`src/rtl/core/ddma_pkg.sv`:
```
// shared types and constants for the dual dma controller
`default_nettype none

package ddma_pkg;

    // opcodes of one request
    localparam logic [1:0] OP_PORT_WR = 2'd0;
    localparam logic [1:0] OP_PORT_RD = 2'd1;
    localparam logic [1:0] OP_XFER_RD = 2'd2;
    localparam logic [1:0] OP_XFER_WR = 2'd3;

    // control port functions, offset from the status/command port
    localparam logic [2:0] FN_STATUS   = 3'd0;
    localparam logic [2:0] FN_REQUEST  = 3'd1;
    localparam logic [2:0] FN_MASK_ONE = 3'd2;
    localparam logic [2:0] FN_MODE     = 3'd3;
    localparam logic [2:0] FN_CLR_PTR  = 3'd4;
    localparam logic [2:0] FN_MCLR     = 3'd5;
    localparam logic [2:0] FN_CLR_MASK = 3'd6;
    localparam logic [2:0] FN_ALL_MASK = 3'd7;

    localparam logic [7:0] UNMAPPED_READ = 8'hFF;

    typedef struct packed {
        logic [1:0] opcode;
        logic [7:0] port_address;
        logic [7:0] data_byte;
        logic [2:0] channel;
    } t_in;

    typedef struct packed {
        logic [7:0]  read_data;
        logic [23:0] mem_address;
        logic        mem_write;
        logic [7:0]  mem_wdata;
        logic        terminal_reached;
        logic [7:0]  mask_bits;
    } t_out;

    // commands from the controller to the datapath
    typedef struct packed {
        logic load;
        logic exec;
    } t_cmd;

endpackage

`default_nettype wire

```
`src/rtl/core/ddma_datapath.sv`:
```
// register file, port decode and transfer stepping of both controllers
`default_nettype none

module ddma_datapath
    import ddma_pkg::*;
(
    input  wire logic i_clk,
    input  wire logic i_rst_n,
    input  wire t_cmd i_cmd,
    input  wire t_in  i_req,
    output t_out      o_res
);

    logic [15:0] r_cur_addr [8];
    logic [15:0] r_base_addr [8];
    logic [15:0] r_cur_cnt [8];
    logic [15:0] r_base_cnt [8];
    logic [7:0]  r_page [8];
    logic [7:0]  r_page_rb [16];
    logic [1:0]  r_bptr;
    logic [7:0]  r_auto;
    logic [7:0]  r_down;
    logic [7:0]  r_dreq;
    logic [7:0]  r_term;
    logic [7:0]  r_mask;
    t_in         r_req;
    t_out        r_res;

    logic [15:0] n_cur_addr [8];
    logic [15:0] n_base_addr [8];
    logic [15:0] n_cur_cnt [8];
    logic [15:0] n_base_cnt [8];
    logic [7:0]  n_page [8];
    logic [7:0]  n_page_rb [16];
    logic [1:0]  n_bptr;
    logic [7:0]  n_auto;
    logic [7:0]  n_down;
    logic [7:0]  n_dreq;
    logic [7:0]  n_term;
    logic [7:0]  n_mask;
    t_out        n_res;

    // port decode
    logic [7:0]  port;
    logic [7:0]  v;
    logic        is_reg;
    logic        reg_ctl;
    logic [2:0]  reg_ch;
    logic        is_cnt;
    logic        is_ctl;
    logic        ctl_ctl;
    logic [2:0]  fn;
    logic        is_page;
    logic        page_hit;
    logic [2:0]  page_ch;
    logic [2:0]  idx;
    logic        is_xfer;
    logic [15:0] reg_val;
    logic [15:0] reg_new;
    logic [15:0] addr_step;

    assign port = r_req.port_address;
    assign v    = r_req.data_byte;

    always_comb begin
        is_reg  = 1'b0;
        reg_ctl = 1'b0;
        reg_ch  = 3'd0;
        is_cnt  = 1'b0;
        if (port[7:3] == 5'b00000) begin
            is_reg = 1'b1;
            reg_ch = {1'b0, port[2:1]};
            is_cnt = port[0];
        end else if (port[7:4] == 4'hC && !port[0]) begin
            is_reg  = 1'b1;
            reg_ctl = 1'b1;
            reg_ch  = {1'b1, port[3:2]};
            is_cnt  = port[1];
        end
    end

    always_comb begin
        is_ctl  = 1'b0;
        ctl_ctl = 1'b0;
        fn      = FN_STATUS;
        if (port[7:3] == 5'b00001) begin
            is_ctl = 1'b1;
            fn     = port[2:0];
        end else if (port[7:4] == 4'hD && !port[0]) begin
            is_ctl  = 1'b1;
            ctl_ctl = 1'b1;
            fn      = port[3:1];
        end
    end

    // page ports and the channel each one loads
    assign is_page = (port[7:4] == 4'h8) && (port[3:0] != 4'h0);
    always_comb begin
        page_hit = 1'b1;
        case (port[3:0])
            4'h7:    page_ch = 3'd0;
            4'h3:    page_ch = 3'd1;
            4'h1:    page_ch = 3'd2;
            4'h2:    page_ch = 3'd3;
            4'hF:    page_ch = 3'd4;
            4'hB:    page_ch = 3'd5;
            4'h9:    page_ch = 3'd6;
            4'hA:    page_ch = 3'd7;
            default: begin
                page_hit = 1'b0;
                page_ch  = 3'd0;
            end
        endcase
    end

    // one channel index serves both transfers and register ports
    assign is_xfer   = r_req.opcode[1];
    assign idx       = is_xfer ? r_req.channel : reg_ch;
    assign reg_val   = is_cnt ? r_cur_cnt[idx] : r_cur_addr[idx];
    assign reg_new   = r_bptr[reg_ctl] ? {v, reg_val[7:0]} : {reg_val[15:8], v};
    assign addr_step = r_down[idx] ? r_cur_addr[idx] - 16'd1 : r_cur_addr[idx] + 16'd1;

    // next state and result of the request held in r_req
    always_comb begin
        n_cur_addr  = r_cur_addr;
        n_base_addr = r_base_addr;
        n_cur_cnt   = r_cur_cnt;
        n_base_cnt  = r_base_cnt;
        n_page      = r_page;
        n_page_rb   = r_page_rb;
        n_bptr      = r_bptr;
        n_auto      = r_auto;
        n_down      = r_down;
        n_dreq      = r_dreq;
        n_term      = r_term;
        n_mask      = r_mask;
        n_res       = '0;
        case (r_req.opcode)
            OP_PORT_WR: begin
                if (is_reg) begin
                    if (is_cnt) begin
                        n_cur_cnt[idx]  = reg_new;
                        n_base_cnt[idx] = reg_new;
                    end else begin
                        n_cur_addr[idx]  = reg_new;
                        n_base_addr[idx] = reg_new;
                    end
                    n_bptr[reg_ctl] = !r_bptr[reg_ctl];
                end else if (is_ctl) begin
                    case (fn)
                        FN_REQUEST:  n_dreq[{ctl_ctl, v[1:0]}] = v[2];
                        FN_MASK_ONE: n_mask[{ctl_ctl, v[1:0]}] = v[2];
                        FN_MODE: begin
                            n_auto[{ctl_ctl, v[1:0]}] = v[4];
                            n_down[{ctl_ctl, v[1:0]}] = v[5];
                        end
                        FN_CLR_PTR: n_bptr[ctl_ctl] = 1'b0;
                        FN_MCLR: begin
                            n_bptr[ctl_ctl] = 1'b0;
                            for (int i = 0; i < 4; i++) begin
                                n_mask[{ctl_ctl, 2'(i)}] = 1'b1;
                                n_dreq[{ctl_ctl, 2'(i)}] = 1'b0;
                                n_term[{ctl_ctl, 2'(i)}] = 1'b0;
                            end
                        end
                        FN_CLR_MASK: begin
                            for (int i = 0; i < 4; i++) begin
                                n_mask[{ctl_ctl, 2'(i)}] = 1'b0;
                            end
                        end
                        FN_ALL_MASK: begin
                            for (int i = 0; i < 4; i++) begin
                                n_mask[{ctl_ctl, 2'(i)}] = v[i];
                            end
                        end
                        default: ;
                    endcase
                end else if (is_page) begin
                    n_page_rb[port[3:0]] = v;
                    if (page_hit) begin
                        n_page[page_ch] = v;
                    end
                end
            end
            OP_PORT_RD: begin
                if (is_reg) begin
                    n_res.read_data = r_bptr[reg_ctl] ? reg_val[15:8] : reg_val[7:0];
                    n_bptr[reg_ctl] = !r_bptr[reg_ctl];
                end else if (is_ctl && fn == FN_STATUS) begin
                    for (int i = 0; i < 4; i++) begin
                        n_res.read_data[i]     = r_term[{ctl_ctl, 2'(i)}];
                        n_res.read_data[i + 4] = r_dreq[{ctl_ctl, 2'(i)}];
                        n_term[{ctl_ctl, 2'(i)}] = 1'b0;
                    end
                end else if (is_page) begin
                    n_res.read_data = r_page_rb[port[3:0]];
                end else begin
                    n_res.read_data = UNMAPPED_READ;
                end
            end
            default: begin
                // one transfer: emit address, step address, count down, and at count zero reload or flag terminal
                n_res.mem_address = {r_page[idx], r_cur_addr[idx]};
                if (r_req.opcode == OP_XFER_WR) begin
                    n_res.mem_write = 1'b1;
                    n_res.mem_wdata = v;
                end
                n_cur_addr[idx] = addr_step;
                n_cur_cnt[idx]  = r_cur_cnt[idx] - 16'd1;
                if (r_cur_cnt[idx] == 16'd0) begin
                    if (r_auto[idx]) begin
                        n_cur_cnt[idx]  = r_base_cnt[idx];
                        n_cur_addr[idx] = r_base_addr[idx];
                        n_term[idx]     = 1'b0;
                    end else begin
                        n_term[idx] = 1'b1;
                    end
                end
                n_res.terminal_reached = n_term[idx];
            end
        endcase
        n_res.mask_bits = n_mask;
    end

    // request and result registers
    always_ff @(posedge i_clk) begin
        if (i_cmd.load) begin
            r_req <= i_req;
        end
        if (i_cmd.exec) begin
            r_res <= n_res;
        end
    end

    // channel state
    always_ff @(posedge i_clk) begin
        if (!i_rst_n) begin
            for (int i = 0; i < 8; i++) begin
                r_cur_addr[i]  <= '0;
                r_base_addr[i] <= '0;
                r_cur_cnt[i]   <= '0;
                r_base_cnt[i]  <= '0;
                r_page[i]      <= '0;
            end
            for (int i = 0; i < 16; i++) begin
                r_page_rb[i] <= '0;
            end
            r_bptr <= '0;
            r_auto <= '0;
            r_down <= '0;
            r_dreq <= '0;
            r_term <= '0;
            r_mask <= '1;
        end else if (i_cmd.exec) begin
            r_cur_addr  <= n_cur_addr;
            r_base_addr <= n_base_addr;
            r_cur_cnt   <= n_cur_cnt;
            r_base_cnt  <= n_base_cnt;
            r_page      <= n_page;
            r_page_rb   <= n_page_rb;
            r_bptr      <= n_bptr;
            r_auto      <= n_auto;
            r_down      <= n_down;
            r_dreq      <= n_dreq;
            r_term      <= n_term;
            r_mask      <= n_mask;
        end
    end

    assign o_res = r_res;

endmodule

`default_nettype wire

```
`src/rtl/core/ddma_ctrl.sv`:
```
// request sequencer: accept, execute, hold result
`default_nettype none

module ddma_ctrl
    import ddma_pkg::*;
(
    input  wire logic i_clk,
    input  wire logic i_rst_n,
    input  wire logic i_in_valid,
    output logic      o_in_stall,
    output logic      o_out_valid,
    input  wire logic i_out_stall,
    output t_cmd      o_cmd
);

    typedef enum logic [2:0] {
        S_IDLE = 3'b001,
        S_EXEC = 3'b010,
        S_DONE = 3'b100
    } t_state;

    t_state r_state;
    t_state n_state;

    // next state
    always_comb begin
        n_state = r_state;
        case (r_state)
            S_IDLE:  if (i_in_valid) n_state = S_EXEC;
            S_EXEC:  n_state = S_DONE;
            S_DONE:  if (!i_out_stall) n_state = S_IDLE;
            default: n_state = S_IDLE;
        endcase
    end

    always_ff @(posedge i_clk) begin
        if (!i_rst_n) begin
            r_state <= S_IDLE;
        end else begin
            r_state <= n_state;
        end
    end

    // handshake and datapath commands
    assign o_in_stall  = (r_state != S_IDLE);
    assign o_out_valid = (r_state == S_DONE);
    assign o_cmd.load  = i_in_valid && (r_state == S_IDLE);
    assign o_cmd.exec  = (r_state == S_EXEC);

    a_load_then_exec: assert property (@(posedge i_clk) disable iff (!i_rst_n)
        o_cmd.load |=> o_cmd.exec)
        else $error("accepted request not executed");
    a_exec_then_result: assert property (@(posedge i_clk) disable iff (!i_rst_n)
        o_cmd.exec |=> o_out_valid)
        else $error("executed request gave no result");
    a_no_accept_while_result: assert property (@(posedge i_clk) disable iff (!i_rst_n)
        o_out_valid |-> o_in_stall)
        else $error("request accepted while result pending");
    a_no_load_during_exec: assert property (@(posedge i_clk) disable iff (!i_rst_n)
        o_cmd.exec |-> !o_cmd.load)
        else $error("load during execute");

endmodule

`default_nettype wire

```
`src/rtl/core/dual_dma_controller_8237_top.sv`:
```
// top level of the dual dma controller with page registers
// an accepted request is latched in the request register, executed into the result register, then shown as valid
// the accept/execute/output sequencer takes a new request only once the last one is through
// a stalled result holds the next request off until it is taken
// reset (synchronous, active low) clears all channel registers and sets all channel masks
`default_nettype none

module dual_dma_controller_8237_top
    import ddma_pkg::*;
(
    input  wire logic i_clk,
    input  wire logic i_rst_n,
    input  wire logic i_in_valid,
    output logic      o_in_stall,
    input  wire t_in  i_in_data,
    output logic      o_out_valid,
    input  wire logic i_out_stall,
    output t_out      o_out_data
);

    t_cmd cmd;

    // sequencer
    ddma_ctrl u_ctrl (
        .i_clk       (i_clk),
        .i_rst_n     (i_rst_n),
        .i_in_valid  (i_in_valid),
        .o_in_stall  (o_in_stall),
        .o_out_valid (o_out_valid),
        .i_out_stall (i_out_stall),
        .o_cmd       (cmd)
    );

    // register file and transfer logic
    ddma_datapath u_dp (
        .i_clk   (i_clk),
        .i_rst_n (i_rst_n),
        .i_cmd   (cmd),
        .i_req   (i_in_data),
        .o_res   (o_out_data)
    );

endmodule

`default_nettype wire

```
`config.mk`:
```
export PLATFORM = sky130hd
export DESIGN_NAME = dual_dma_controller_8237_top
export DESIGN_NICKNAME = d
export VERILOG_FILES = /design/src/rtl/core/ddma_pkg.sv /design/src/rtl/core/ddma_datapath.sv /design/src/rtl/core/ddma_ctrl.sv /design/src/rtl/core/dual_dma_controller_8237_top.sv
export SDC_FILE = /design/constraint.sdc
export NUM_CORES = 2
export LEC_CHECK = 0
export ABC_CLOCK_PERIOD_IN_PS = 5400
export BUFFER_PORTS_ARGS = -buffer_cell sky130_fd_sc_hd__buf_2
export CAP_MARGIN = 15
export CORE_MARGIN = 2
export CORE_UTILIZATION = 30
export CTS_CLUSTER_SIZE = 10
export DETAILED_ROUTE_END_ITERATION = 12
export PLACE_DENSITY = 0.51
export SLEW_MARGIN = 10
export SYNTH_ARGS = -nofsm -noshare
export SYNTH_HDL_FRONTEND = slang
export SYNTH_SLANG_ARGS = --single-unit
export TNS_END_PERCENT = 1
```
`constraint.sdc`:
```
create_clock -name i_clk -period 5.4 [get_ports i_clk]
set_clock_uncertainty 0.05 [all_clocks]
set_input_delay 1.08 -clock i_clk [delete_from_list [all_inputs] [get_ports i_clk]]
set_output_delay 1.08 -clock i_clk [all_outputs]
set_load 0.005 [all_outputs]
```
== Yosys cells after proc, flatten, opt, wreduce, memory -nomap -nowiden ==
Cells that the tools add are included.

* Add/sub/neg operators: 3
* $mul: 0
* Div/mod/pow operators: 0
* Order comparisons: 22
* Eq/ne operators: 38
* Shift operators: 0
* Muxes and demuxes: 138
* Bitwise logic cells: 33
* Reduce and logical (&&, ||, !) cells: 40

{| class="wikitable"
|+ Operator list
! operator !! count
|-
| $bwmux 128 || 9
|-
| $mux 128 || 8
|-
| $pmux 128 s2 || 2
|-
| $bmux 16 s3 || 4
|-
| $mux 16 || 12
|-
| $mux 8 || 21
|-
| $and 8x8->8 || 13
|-
| $bwmux 64 || 1
|-
| $bwmux 8 || 8
|-
| $demux 16 s3 || 1
|-
| $mux 1 || 38
|-
| $bmux 8 s4 || 1
|-
| $demux 8 s4 || 1
|-
| $pmux 8 s2 || 2
|-
| $pmux 8 s4 || 1
|-
| $sub 16x1->16 const B || 2
|-
| $eq 4x4->1 const B || 7
|-
| $bmux 8 s3 || 1
|-
| $demux 8 s3 || 1
|-
| $lt 3x4->1 const B || 6
|-
| $mux 3 || 7
|-
| $pmux 3 s7 || 1
|-
| $reduce_and 5->1 || 4
|-
| $ge 3x1->1 const B || 6
|-
| other kinds (55) || 117
|}

* Flip-flop bits (word level): 820
* Bits in latches: 0
* RAM bits: 0
* Bits in read-only memories: 0
* Output and inout bits: 52
* Word-level logic and storage cells: 347
* Memories: 0

== Longest topological paths before layout ==
* Depth after elaboration: 17
* Gate-level depth with buffers: 26
* Gate-level depth less buffers: 18

== Cells and area by module ==
A second synthesis with hierarchy kept.

* Cells, all modules: 4,737
* Area total of the unflattened synthesis: 38,767.2 µm²

{| class="wikitable"
|+ By module, submodules not included
! module !! times used !! cells each !! area an instance (µm²)
|-
| ddma_datapath || 1 || 4,723 || 38,605.8
|-
| ddma_ctrl || 1 || 14 || 161.4
|}

== Least setup slack after synthesis ==
OpenSTA, ideal clock, no wires.

* Path type: reg-to-reg
* Start point: register u_dp.r_req, in the netlist u_dp.is_xfer
* End point: register u_dp.r_cur_addr[122] (netlist bit)
* Library setup time: 115 ps
* Data arrival time: 5,634 ps
* Setup slack: -399 ps
* Stages on the path, launching flop included: 25
* Path buffers: 7
* Cells stage by stage: edfxtp_1 > buf_2 > a22o_1 > nor2_1 > buf_2 > buf_2 > clkbuf_1 > buf_2 > buf_1 > buf_1 > nand2_1 > a32oi_1 > and3_1 > ha_1 > a21o_1 > a21oi_1 > o21bai_1 > a21oi_1 > o21ai_0 > a21o_1 > a21oi_1 > xor2_1 > mux2i_1 > nor2_1 > a2111oi_0

* Longest elaborated chain between the ends: 12

{| class="wikitable"
|+ RTL lines
! what !! line !! text
|-
| start: declaration || ddma_datapath.sv:26 || <nowiki>t_in r_req;</nowiki>
|-
| start signal: assignment || ddma_datapath.sv:228 || <nowiki>r_req <= i_req;</nowiki>
|-
| $mux 3 || ddma_datapath.sv:118 || <nowiki>assign idx = is_xfer ? r_req.channel : reg_ch;</nowiki>
|-
| $not 3->4 (not written as such) || n/a ||
|-
| $bmux 16 s3 || ddma_datapath.sv:119, ddma_datapath.sv:121 ||
|-
| $mux 16 (not written as such) (2 in a row) || ddma_datapath.sv:119, ddma_datapath.sv:121 ||
|-
| $add 16x1->16 or $sub 16x1->16 (tied branches) || ddma_datapath.sv:121 || <nowiki>assign addr_step = r_down[idx] ? r_cur_addr[idx] - 16'd1 : r_cur_addr[idx] + 16'd1;</nowiki>
|-
| $mux 16 || ddma_datapath.sv:121 ||
|-
| $bwmux 128 || ddma_datapath.sv:208 || <nowiki>n_cur_addr[idx] = addr_step;</nowiki>
|-
| $bwmux 128 || ddma_datapath.sv:213 || <nowiki>n_cur_addr[idx] = r_base_addr[idx];</nowiki>
|-
| $mux 128 || ddma_datapath.sv:211 || <nowiki>if (r_auto[idx]) begin</nowiki>
|-
| $mux 128 || ddma_datapath.sv:210 || <nowiki>if (r_cur_cnt[idx] == 16'd0) begin</nowiki>
|-
| $pmux 128 s2 || ddma_datapath.sv:138 || <nowiki>case (r_req.opcode)</nowiki>
|-
| end signal: assignment || ddma_datapath.sv:255 || <nowiki>r_cur_addr <= n_cur_addr;</nowiki>
|-
| end: declaration || ddma_datapath.sv:14 || <nowiki>logic [15:0] r_cur_addr [8];</nowiki>
|}

Several ways; a longest one is shown, not always the timed one. The select of a mux whose other input is x is not followed.
A chain may end at the register's enable or synchronous reset.

== Worst setup path after layout ==
* Start point: register u_dp.r_req, in the netlist u_dp.port[4]
* End point: register u_dp.r_cur_cnt[10] (netlist bit)

* Longest elaborated chain between the ends: 15

{| class="wikitable"
|+ RTL lines
! what !! line !! text
|-
| $eq 4x4->1 || ddma_datapath.sv:74 || <nowiki>end else if (port[7:4] == 4'hC && !port[0]) begin</nowiki>
|-
| $logic_and 1x1->1 || ddma_datapath.sv:74 ||
|-
| $mux 3 || ddma_datapath.sv:74 ||
|-
| $mux 3 || ddma_datapath.sv:70 || <nowiki>if (port[7:3] == 5'b00000) begin</nowiki>
|-
| $mux 3 || ddma_datapath.sv:118 ||
|-
| $not 3->4 (not written as such) || n/a ||
|-
| $bmux 16 s3, or another cell as far along || ddma_datapath.sv:119, ddma_datapath.sv:209, ddma_datapath.sv:210 ||
|-
| $mux 16 (not written as such), or another cell as far along || ddma_datapath.sv:119, ddma_datapath.sv:209, ddma_datapath.sv:210 ||
|-
| $mux 16 (on tied branches) || n/a ||
|-
| $sub 16x1->16, or another cell as far along || ddma_datapath.sv:209 || <nowiki>n_cur_cnt[idx] = r_cur_cnt[idx] - 16'd1;</nowiki>
|-
| $bwmux 128 or $mux 16 (tied branches) || ddma_datapath.sv:209, ddma_datapath.sv:120 ||
|-
| $bwmux 128 (on tied branches) || ddma_datapath.sv:212, ddma_datapath.sv:142 ||
|-
| $mux 128 (on tied branches) || ddma_datapath.sv:211, ddma_datapath.sv:141 ||
|-
| $mux 128 (on tied branches) || ddma_datapath.sv:210, ddma_datapath.sv:140 ||
|-
| $pmux 128 s2 || ddma_datapath.sv:138 ||
|-
| end signal: assignment || ddma_datapath.sv:257 || <nowiki>r_cur_cnt <= n_cur_cnt;</nowiki>
|-
| end: declaration || ddma_datapath.sv:16 || <nowiki>logic [15:0] r_cur_cnt [8];</nowiki>
|}

Several ways; a longest one is shown, not always the timed one. The select of a mux whose other input is x is not followed.

==> impl_metrics.toml <==
[clock_tree]
cts_root_buf = "clkbuf_16"
cts_setup_buffers = 0
cts_buffers = 97
clock_sinks = 820
clk_latency_ns = 0.72
h-tree-depth = 3
cts_buffer_depth = 3
tritoncts = "built"
path_clk_slew_ns = 0.06
cts_hold_buf = 0

[floorplanning]
die_x_um = 360
coreArea_sq_um = 126000
rows = 130
die_area_sq_um = 129000
initial_core_util = 0.302
die_h_um = 360
io_pins = 77

[pwr]
p_int_uw = 10100
p_per_area_nw_per_um2 = 322
p_seq_frac = 0.438
swShare = 0.285
clockPowerShare = 0.436
p_sw_uw = 4040
pwr-share-comb = 0.126
ir_worst_vdd_mv = 0.260
p_leak_uw = 0.0151

[flow_run]
drv_cap = 0

[timing]
timing.final.crit_share = 0.980
hold_ws_ns = 0.400
min_period_ns = 5.29
finalWorstSetupSlack_ns = 0.108
hold_viol = 0
max_freq_mhz = 189
slew_headroom = 0.163
worstMarginPinSlew_ns = 1.25
drv_slew = 0
setup_viol = 0

[setup_path]
cp_data_arrival_time_ns = 5.78
timing.rr.start = "u_dp.port[4]$_DFFE_PP_"
slowest_delay_ns = 0.69
critical_path.slowest_cell = "a2111oi_0"
critPathLaunch = "u_dp.port[4]$_DFFE_PP_"
timing.critical_path.buf_inv = 4
required_ns = 5.89
crit_path_end_kind = "flip-flop"
critPathKind = "reg2reg"
cp_max_fo = 15
crit_chain = "buf_4 -> or4b_2 -> o21a_2 -> buf_4 -> o22ai_1 -> nor3_1 -> o2bb2ai_1 -> o211ai_1 -> buf_4 -> nor3_1 -> nand3_1 -> buf_4 -> a2111oi_0 -> o31a_1 -> a211oi_1"
crit_top_cell = "buf_4"
setup.worst_path.start_class = "flip-flop"
cp_top_family = "compound AO/OA/AOI/OAI gates"

[synth]
netlist_instances = 4646
syn-mean-instance-area_sq_um = 8.17
seq_area_frac_synth = 0.451
yosys.area.top_type = "dfxtp_1"
yosysMostFrequentCell = "nand2_1"
synth_cell_types = 89
ys_top_cells_by_count = "nand2_1 (908), dfxtp_1 (749), a21oi_1 (622)"
synth_seq_cells = 820
synthesis.area_sq_um = 38000
synth.top_cells.by_area = "dfxtp_1 (39%), nand2_1 (9.0%), a21oi_1 (8.2%)"
synth_nets = 4688
yosys_warnings = 0
synthArstFlopShare = 0
synth_top_area_share = 0.395
synthFlopType = "dfxtp_1"
synth_edf_count = 71

[global_routing]
grt_overflow = 0
grt_start_max_net_pins = 186
grtUsageTotal = 0.264
grt_pass1_vias = 35800
antenna_found_initial = 7
grt_pass1_wl_um = 256000

[finish]
fin_nets = 4727
fin_area_sq_um = 44000
area_growth_pct = 15.9
final_cells = 6391
drive_gt1_frac = 0.121

[place]
io_buffer_count = 76
dp_slack_ns = 0.0876
gp_congestion = 0.970
dp_cells = 6236
placed_area_sq_um = 41100
hpwl_um = 119000

[routing]
dr_total_vias = 37800
drc = 0
drtAntennaViolNets = 0
wirelength_um = 177000
via_per_inst = 5.92
drt_pass1_iterations = 6
drt_first_iter_violations = 5185
wl_per_cell_um = 27.7

[worst_hold_path]
min_from = "u_dp.r_page_rb[27]$_SDFFE_PN0P_"
hold_class = "reg2reg"

[outcome]
status = "finished, final reports clean"
-- worst reg2reg max path, delay by kind of cell (launching register included) --
kind            cells  cell delay, ns
compound gates      7            2.49
buf+inv             4            0.98
flops               1            0.49
simple gates        4            1.12
-- state kept, by name (all words and copies together), names as in the netlist --
signal            count
u_dp.r_dreq           8
u_dp.r_page          64
u_dp.r_down           8
u_dp.r_term           8
u_dp.o_res           50
u_dp.r_page_rb      128
u_dp.r_mask           8
u_dp.r_auto           8
u_dp.port             8
u_dp.v                8
u_dp.r_bptr           2
u_dp.r_cur_cnt      128
u_dp.r_base_addr    128
u_ctrl.r_state        3
u_dp.r_base_cnt     128
u_dp.is_xfer          1
u_dp.r_cur_addr     128
u_dp.r_req            4
-- power groups by stage --
| stage | Sequential (uW) | Combinational [uW] | Clock [uW] |
|---|---|---|---|
| CTS | 6210 | 1730 | 6260 |
| finish | 6210 | 1790 | 6190 |
| global placement | 6340 | 1740 | 0 |
| floorplan | 6320 | 909 | 0 |
| detailed placement | 6340 | 1720 | 0 |
| global route | 6210 | 1840 | 6520 |
-- routing by layer --
| layer | track usage | part of all wire | vias up |
|---|---|---|---|
| met3 | 0.0609 | 0.098 | 430 |
| met2 | 0.407 | 0.44 | 2154 |
| met1 | 0.348 | 0.41 | 18400 |
| met4 | 0.126 | 0.051 | 6 |
| li1 | - | - | 16800 |
| met5 | 0 | 0.00021 | - |
-- path summary, 6_finish.rpt --
| path | slack, ns | depth (start not counted) | end |
|---|---|---|---|
| worst max-delay path | 0.11 | 15 | u_dp.r_cur_cnt[10]$_SDFFE_PN0P_ |
| worst min-delay path | 0.40 | 2 | u_dp.r_page_rb[27]$_SDFFE_PN0P_ |
| worst max register to register | 0.11 | 15 | u_dp.r_cur_cnt[10]$_SDFFE_PN0P_ |
| worst min register to register | 0.40 | 2 | u_dp.r_page_rb[27]$_SDFFE_PN0P_ |
-- kinds of logic (layout without fill, tap and decap cells) --
| logic type | count (synthesis) | in the layout | synth area share |
|---|---|---|---|
| mux | 189 | 189 | 0.0638 |
| simple gates | 1688 | 1688 | 0.186 |
| xor+xnor | 24 | 24 | 0.00553 |
| buf+inv | 419 | 513 | 0.0425 |
| fa+ha+maj | 17 | 17 | 0.00580 |
| flops | 820 | 820 | 0.451 |
| other cells | 0 | 1 | 0 |
| compound gates | 1489 | 1489 | 0.246 |
-- cells in the final DEF (no fill, tap or decap), types with 37 or more instances in the layout --
cell	Yosys	routed
nand2_1	908	901
dfxtp_1	749	749
a21oi_1	622	620
nor2_1	441	430
buf_4	3	244
o21ai_0	231	228
mux2i_1	125	124
nand3_1	122	120
o221ai_1	115	115
clkbuf_16	0	101
a211oi_1	81	80
buf_2	24	76
edfxtp_1	71	71
o22ai_1	63	63
a221oi_1	63	63
nor3_1	62	61
a31oi_1	60	60
a22oi_1	56	56
mux4_2	40	40
clkbuf_1	324	37
-- layout make-up --
cell class | instances | area [sq um]
fill | 13200 | 81600
clock inverter | 11 | 131
tap | 1650 | 2060
multi-input combinational | 3407 | 19500
inverter | 31 | 125
antenna | 1 | 2.50
sequential | 820 | 17100
clock buffer | 143 | 2740
timing repair buffer | 328 | 2360
-- metrics by stage --
stage,TNS (ns),total power (uW),util
after floorplan,0,7230,-
after global placement,0,8070,0.327
after detailed placement,0,8060,0.327
after CTS,0,14200,0.350
after global routing,-0.00546,14600,0.350
final,0,14200,0.351
-- repair_timing --
item | in CTS | in global routing
gates resized for setup | 0 | 6
setup endpoints to repair | 0 | 18
hold endpoints to repair | 0 | 0
(Power assumes the default switching activity.)
